File: src/design/e2q_pkg.sv
// Shared constants, types and functions for the Euler-to-quaternion core.
package e2q_pkg;

	// Number of CORDIC micro-rotations (capped at the atan table length).
	localparam int CORDIC_STEPS = 16;
	localparam int ATAN_ENTRIES = 24;
	localparam int NSTEPS = (CORDIC_STEPS > ATAN_ENTRIES) ? ATAN_ENTRIES : CORDIC_STEPS;

	// CORDIC datapath width: Q2.30 plus headroom for gain growth and sign.
	localparam int CW = 34;

	localparam logic signed [CW-1:0] GAIN_Q30    = CW'(64'sd652032874);
	localparam logic signed [CW-1:0] PI_Q30      = CW'(64'sd3373259426);
	localparam logic signed [CW-1:0] HALF_PI_Q30 = CW'(64'sd1686629713);

	// atan(2^-i) in Q2.30, truncated.
	function automatic logic signed [CW-1:0] atan_q30(input int idx);
		logic [31:0] v;
		begin
			case (idx)
				0:  v = 32'h3243F6A8;
				1:  v = 32'h1DAC6705;
				2:  v = 32'h0FADBAFC;
				3:  v = 32'h07F56EA6;
				4:  v = 32'h03FEAB76;
				5:  v = 32'h01FFD55B;
				6:  v = 32'h00FFFAAA;
				7:  v = 32'h007FFF55;
				8:  v = 32'h003FFFEA;
				9:  v = 32'h001FFFFD;
				10: v = 32'h000FFFFF;
				11: v = 32'h0007FFFF;
				12: v = 32'h0003FFFF;
				13: v = 32'h0001FFFF;
				14: v = 32'h0000FFFF;
				15: v = 32'h00007FFF;
				16: v = 32'h00003FFF;
				17: v = 32'h00001FFF;
				18: v = 32'h00000FFF;
				19: v = 32'h000007FF;
				20: v = 32'h000003FF;
				21: v = 32'h000001FF;
				22: v = 32'h000000FF;
				23: v = 32'h0000007F;
				default: v = 32'h0;
			endcase
			return $signed({{(CW-32){1'b0}}, v});
		end
	endfunction

	// One CORDIC lane state.
	typedef struct packed {
		logic signed [CW-1:0] x;
		logic signed [CW-1:0] y;
		logic signed [CW-1:0] z;
		logic                 flip;
	} cordic_t;

	// Sine/cosine pair in Q1.14.
	typedef struct packed {
		logic signed [15:0] s;
		logic signed [15:0] c;
	} sincos_t;

endpackage

File: src/design/e2q_cordic.sv
// Pipelined rotation-mode CORDIC: angle in Q3.12 to sine/cosine of its half-angle in Q1.14.
module e2q_cordic
	import e2q_pkg::*;
(
	input  logic               clk,
	input  logic               adv,
	input  logic signed [15:0] angle,
	output sincos_t            sc
);

	cordic_t st_s [0:NSTEPS];
	cordic_t pre;
	logic signed [CW-1:0] z0;

	// Halve angle (floor), widen to Q2.30, fold into +-pi/2
	always_comb begin
		z0 = CW'(angle >>> 1) <<< 18;
		pre.x = GAIN_Q30;
		pre.y = '0;
		pre.flip = 1'b0;
		pre.z = z0;
		if (z0 > HALF_PI_Q30) begin
			pre.z = z0 - PI_Q30;
			pre.flip = 1'b1;
		end else if (z0 < -HALF_PI_Q30) begin
			pre.z = z0 + PI_Q30;
			pre.flip = 1'b1;
		end
	end

	always_ff @(posedge clk) begin
		if (adv) st_s[0] <= pre;
	end

	// One micro-rotation per stage
	for (genvar i = 0; i < NSTEPS; i++) begin : g_step
		always_ff @(posedge clk) begin
			if (adv) begin
				st_s[i+1].flip <= st_s[i].flip;
				if (!st_s[i].z[CW-1]) begin
					st_s[i+1].x <= st_s[i].x - (st_s[i].y >>> i);
					st_s[i+1].y <= st_s[i].y + (st_s[i].x >>> i);
					st_s[i+1].z <= st_s[i].z - atan_q30(i);
				end else begin
					st_s[i+1].x <= st_s[i].x + (st_s[i].y >>> i);
					st_s[i+1].y <= st_s[i].y - (st_s[i].x >>> i);
					st_s[i+1].z <= st_s[i].z + atan_q30(i);
				end
			end
		end
	end

	// Sign fix and round to Q1.14
	logic signed [CW-1:0] xf, yf, xr, yr;
	always_comb begin
		xf = st_s[NSTEPS].flip ? -st_s[NSTEPS].x : st_s[NSTEPS].x;
		yf = st_s[NSTEPS].flip ? -st_s[NSTEPS].y : st_s[NSTEPS].y;
		xr = (xf + CW'(32768)) >>> 16;
		yr = (yf + CW'(32768)) >>> 16;
	end

	always_ff @(posedge clk) begin
		if (adv) begin
			sc.s <= yr[15:0];
			sc.c <= xr[15:0];
		end
	end

endmodule

File: config.mk
export PLATFORM = sky130hd
export DESIGN_NAME = e2q_cordic
export DESIGN_NICKNAME = d
export VERILOG_FILES = /design/src/design/e2q_pkg.sv /design/src/design/e2q_cordic.sv
export SDC_FILE = /design/constraint.sdc
export NUM_CORES = 2
export LEC_CHECK = 0
export CORE_MARGIN = 1
export CORE_UTILIZATION = 50
export CTS_BUF_LIST = sky130_fd_sc_hd__clkbuf_4 sky130_fd_sc_hd__clkbuf_8 sky130_fd_sc_hd__clkbuf_16
export CTS_CLUSTER_DIAMETER = 100
export DETAILED_ROUTE_END_ITERATION = 12
export DONT_BUFFER_PORTS = 1
export PLACE_DENSITY_LB_ADDON = 0.25
export SLEW_MARGIN = 20
export SYNTH_ARGS = -nofsm -noshare
export SYNTH_HDL_FRONTEND = slang
export SYNTH_SLANG_ARGS = --single-unit
File: constraint.sdc
create_clock -name clk -period 7.6 [get_ports clk]
set_clock_uncertainty 0.2 [all_clocks]
set_input_delay 0.38 -clock clk [delete_from_list [all_inputs] [get_ports clk]]
set_output_delay 0.38 -clock clk [all_outputs]
set_load 0.05 [all_outputs]
==> results_dict.tcl <==
set metrics [dict create \
    synthesis.nets 14700 \
    part_of_the_yosys_area_used_for_sequential_elements_pct 35.8 \
    crit_path_end_kind "register" \
    flow.area_growth_from_synthesis_pct 8.38 \
    postSynth.asyncResetShare_pct 0 \
    num_io_pins 50 \
    synth-main-ff-cell "sky130_fd_sc_hd__edfxtp_1" \
    drt_wl_cell_um 19.2 \
    cts.reportedPaths.clkPinSlew_ns 0.06 \
    post_cts_buffers 0 \
    die_x_um 507 \
    top_cells_by_area_synth "sky130_fd_sc_hd__edfxtp_1 (36%), sky130_fd_sc_hd__ha_1 (14%), sky130_fd_sc_hd__xnor2_1 (8.9%), sky130_fd_sc_hd__a21oi_1 (5.4%), sky130_fd_sc_hd__xor2_1 (4.3%)" \
    dpl.hpwl_mm 252 \
    multi_input_comb_area_um2 78800 \
    grt_first_pass_wirelength_mm 514 \
    netlist_area_um2 127000 \
    drive_gt1_share_pct 4.01 \
    final.setup.tns_ns 0 \
    drv.max_cap_violation_count 0 \
    tritoncts_buffer_count 180 \
    clock_sinks 1519 \
    minimum_hold_slack_ns 0.0113 \
    final_net_count 14800 \
    die-height_um 507 \
    arrival_ns 6.38 \
    initial_core_util_pct 50.5 \
    setup_viol 0 \
    vias_per_inst 5.93 \
    fillCellCount 22100 \
    yosys.area.top_type_share_pct 35.8 \
    run_status "complete, no violations" \
    post_layout_nonfiller_instances 16800 \
    cp_dominant_cell_by_count "sky130_fd_sc_hd__a221oi_1" \
    io_buffer_count 0 \
    relSlewSlack_pct 29.8 \
    dp.cells 16500 \
    maxSlewViolCount 0 \
    pre_cts_ws_ns 0.807 \
    critPathLaunch "st_s[5][79]" \
    dr_total_vias 99800 \
    cp_slowest_cell "sky130_fd_sc_hd__or4_1" \
    layout_common_cells "sky130_fd_sc_hd__edfxtp_1 (1519), sky130_fd_sc_hd__ha_1 (1423), sky130_fd_sc_hd__a21oi_1 (1371)" \
    worst_hold_startpoint "adv" \
    max_clock_freq_mhz 166 \
    seq_area_um2 45600 \
    rsz0062_at_grt "false" \
    final-hold-violation-count 0 \
    tightestPinTransition_ns 1.04 \
    cts_max_path_buffers 3 \
    rr_startpoint "st_s[5][79]" \
    crit_path_max_incr_delay_ns 0.66 \
    synth-seq-cells 1519 \
    core_region_area_um2 252000 \
    postRouteAntennaNets 0 \
    drt_pre_antenna_iters 6 \
    cp_cell_sequence "or4_1, nor4_1, nand2_1, or3_1, o21ai_0, xor2_1, ha_1, a21oi_1, or4b_2, a31oi_1, o31ai_1, a41o_1, a221oi_1, o21bai_1, a221oi_1, xnor2_1" \
    worstPathRequired_ns 7.97 \
    layout_worst_path_cycle_share_pct 79.1 \
    clock_tree.root_cell "sky130_fd_sc_hd__clkbuf_16" \
    time_the_worst_path_needs_with_i_o_delays_and_setup_ns 6.01 \
    grt_antenna_before_repair 2 \
    place.gp.congestion 0.929 \
    critPathMaxFanout 6 \
    holdCritPathClass "in2reg" \
    synth_edf_count 1519 \
    synthDominantAreaCellType "sky130_fd_sc_hd__edfxtp_1" \
    drc 0 \
    clk_latency_ns 0.84 \
    die_area_um2 257000 \
    avgSynthCellArea_um2 9.60 \
    first_global_vias 97000 \
    tritoncts "yes" \
    worstSetupPathType "reg2reg" \
    placementRows 184 \
    synth-warning-count 0 \
    startpoint_type "register" \
    wirelength_mm 323 \
    layout.cells.most_common "sky130_fd_sc_hd__edfxtp_1" \
    initialDrtViolationCount 6676 \
    cts_max_level 4 \
    post_synth_num_cell_types 87 \
    synthCells 13300 \
    postLayoutSetupSlackWorst_ns 1.59 \
    grt_start_max_net_pins 248 \
    globalRouteTotalUtil_pct 24.6 \
    grt_total_ovfl 0 \
]
## final timing paths
path                  to  slack, ns  depth (start not counted)
max reg2reg  st_s[6][68]       1.59                         16
min reg2reg  st_s[13][0]       0.21                          0
max          st_s[6][68]       1.59                         16
min          st_s[9][34]       0.01                          1
## repair_timing
| item | 4_1_cts | 5_1_grt |
|---|---|---|
| resized for setup | 0 | 0 |
| hold buffers | 29 | 1 |
| endpoints found under the hold margin | 194 | 79 |
## cell usage after synthesis (all sizes together) (243+ instances only)
cell type,instances
ha,1423
nand3,243
xnor2,1294
o21ai,728
nor2,1054
a21oi,1371
inv,553
xor2,626
edfxtp,1519
nor3,301
a21o,684
nand2,736
## registers in the layout (all words and copies together) (netlist names)
name,cells
st_s,1487
sc,32
## kinds of logic (layout without fill, tap and decap cells)
logic type | after synthesis | after routing | share of synthesized area (%)
compound gates | 4056 | 4056 | 20.2
simple gates | 3416 | 3416 | 13.0
fa+ha+maj | 1469 | 1469 | 14.7
xor+xnor | 1920 | 1920 | 13.2
other cells | 0 | 6 | 0
mux | 104 | 104 | 0.865
buf+inv | 767 | 994 | 2.26
flops | 1519 | 1519 | 35.8
## metal layers
metal / track usage [%] / share of wire, %
met5: 0 / 0.0040
met4: 7.81 / 3.1
met3: 2.74 / 4.2
met2: 42.9 / 48
met1: 31.7 / 45
## worst max-delay path: cells and delay by family, from the launching register on
kind,cells,cell delay (ns)
simple gates,5,2.29
xor+xnor,2,0.34
compound gates,8,2.11
fa+ha+maj,1,0.33
flops,1,0.49
## final cells by class
class	count	area share [%]
diodes	6	0.0109
clock buffers	210	3.44
clock inverters	124	1.03
inverters	559	1.52
multi-input cells	11000	57.1
flip-flops and latches	1519	33.1
well taps	3348	3.04
repair buffers	101	0.776
## metrics by stage
| step | cell area (um2) | util (%) |
|---|---|---|
| 3_5_place_dp | 131000 | 52.1 |
| 3_3_place_gp | 131000 | 52.1 |
| 4_1_cts | 138000 | 54.7 |
| 2_1_floorplan | 127000 | - |
| 6_report | 138000 | 54.7 |
| 5_1_grt | 138000 | 54.7 |
Power is not shown: default switching activity piles up to over one toggle a cycle in this logic, so the estimate is an artifact.
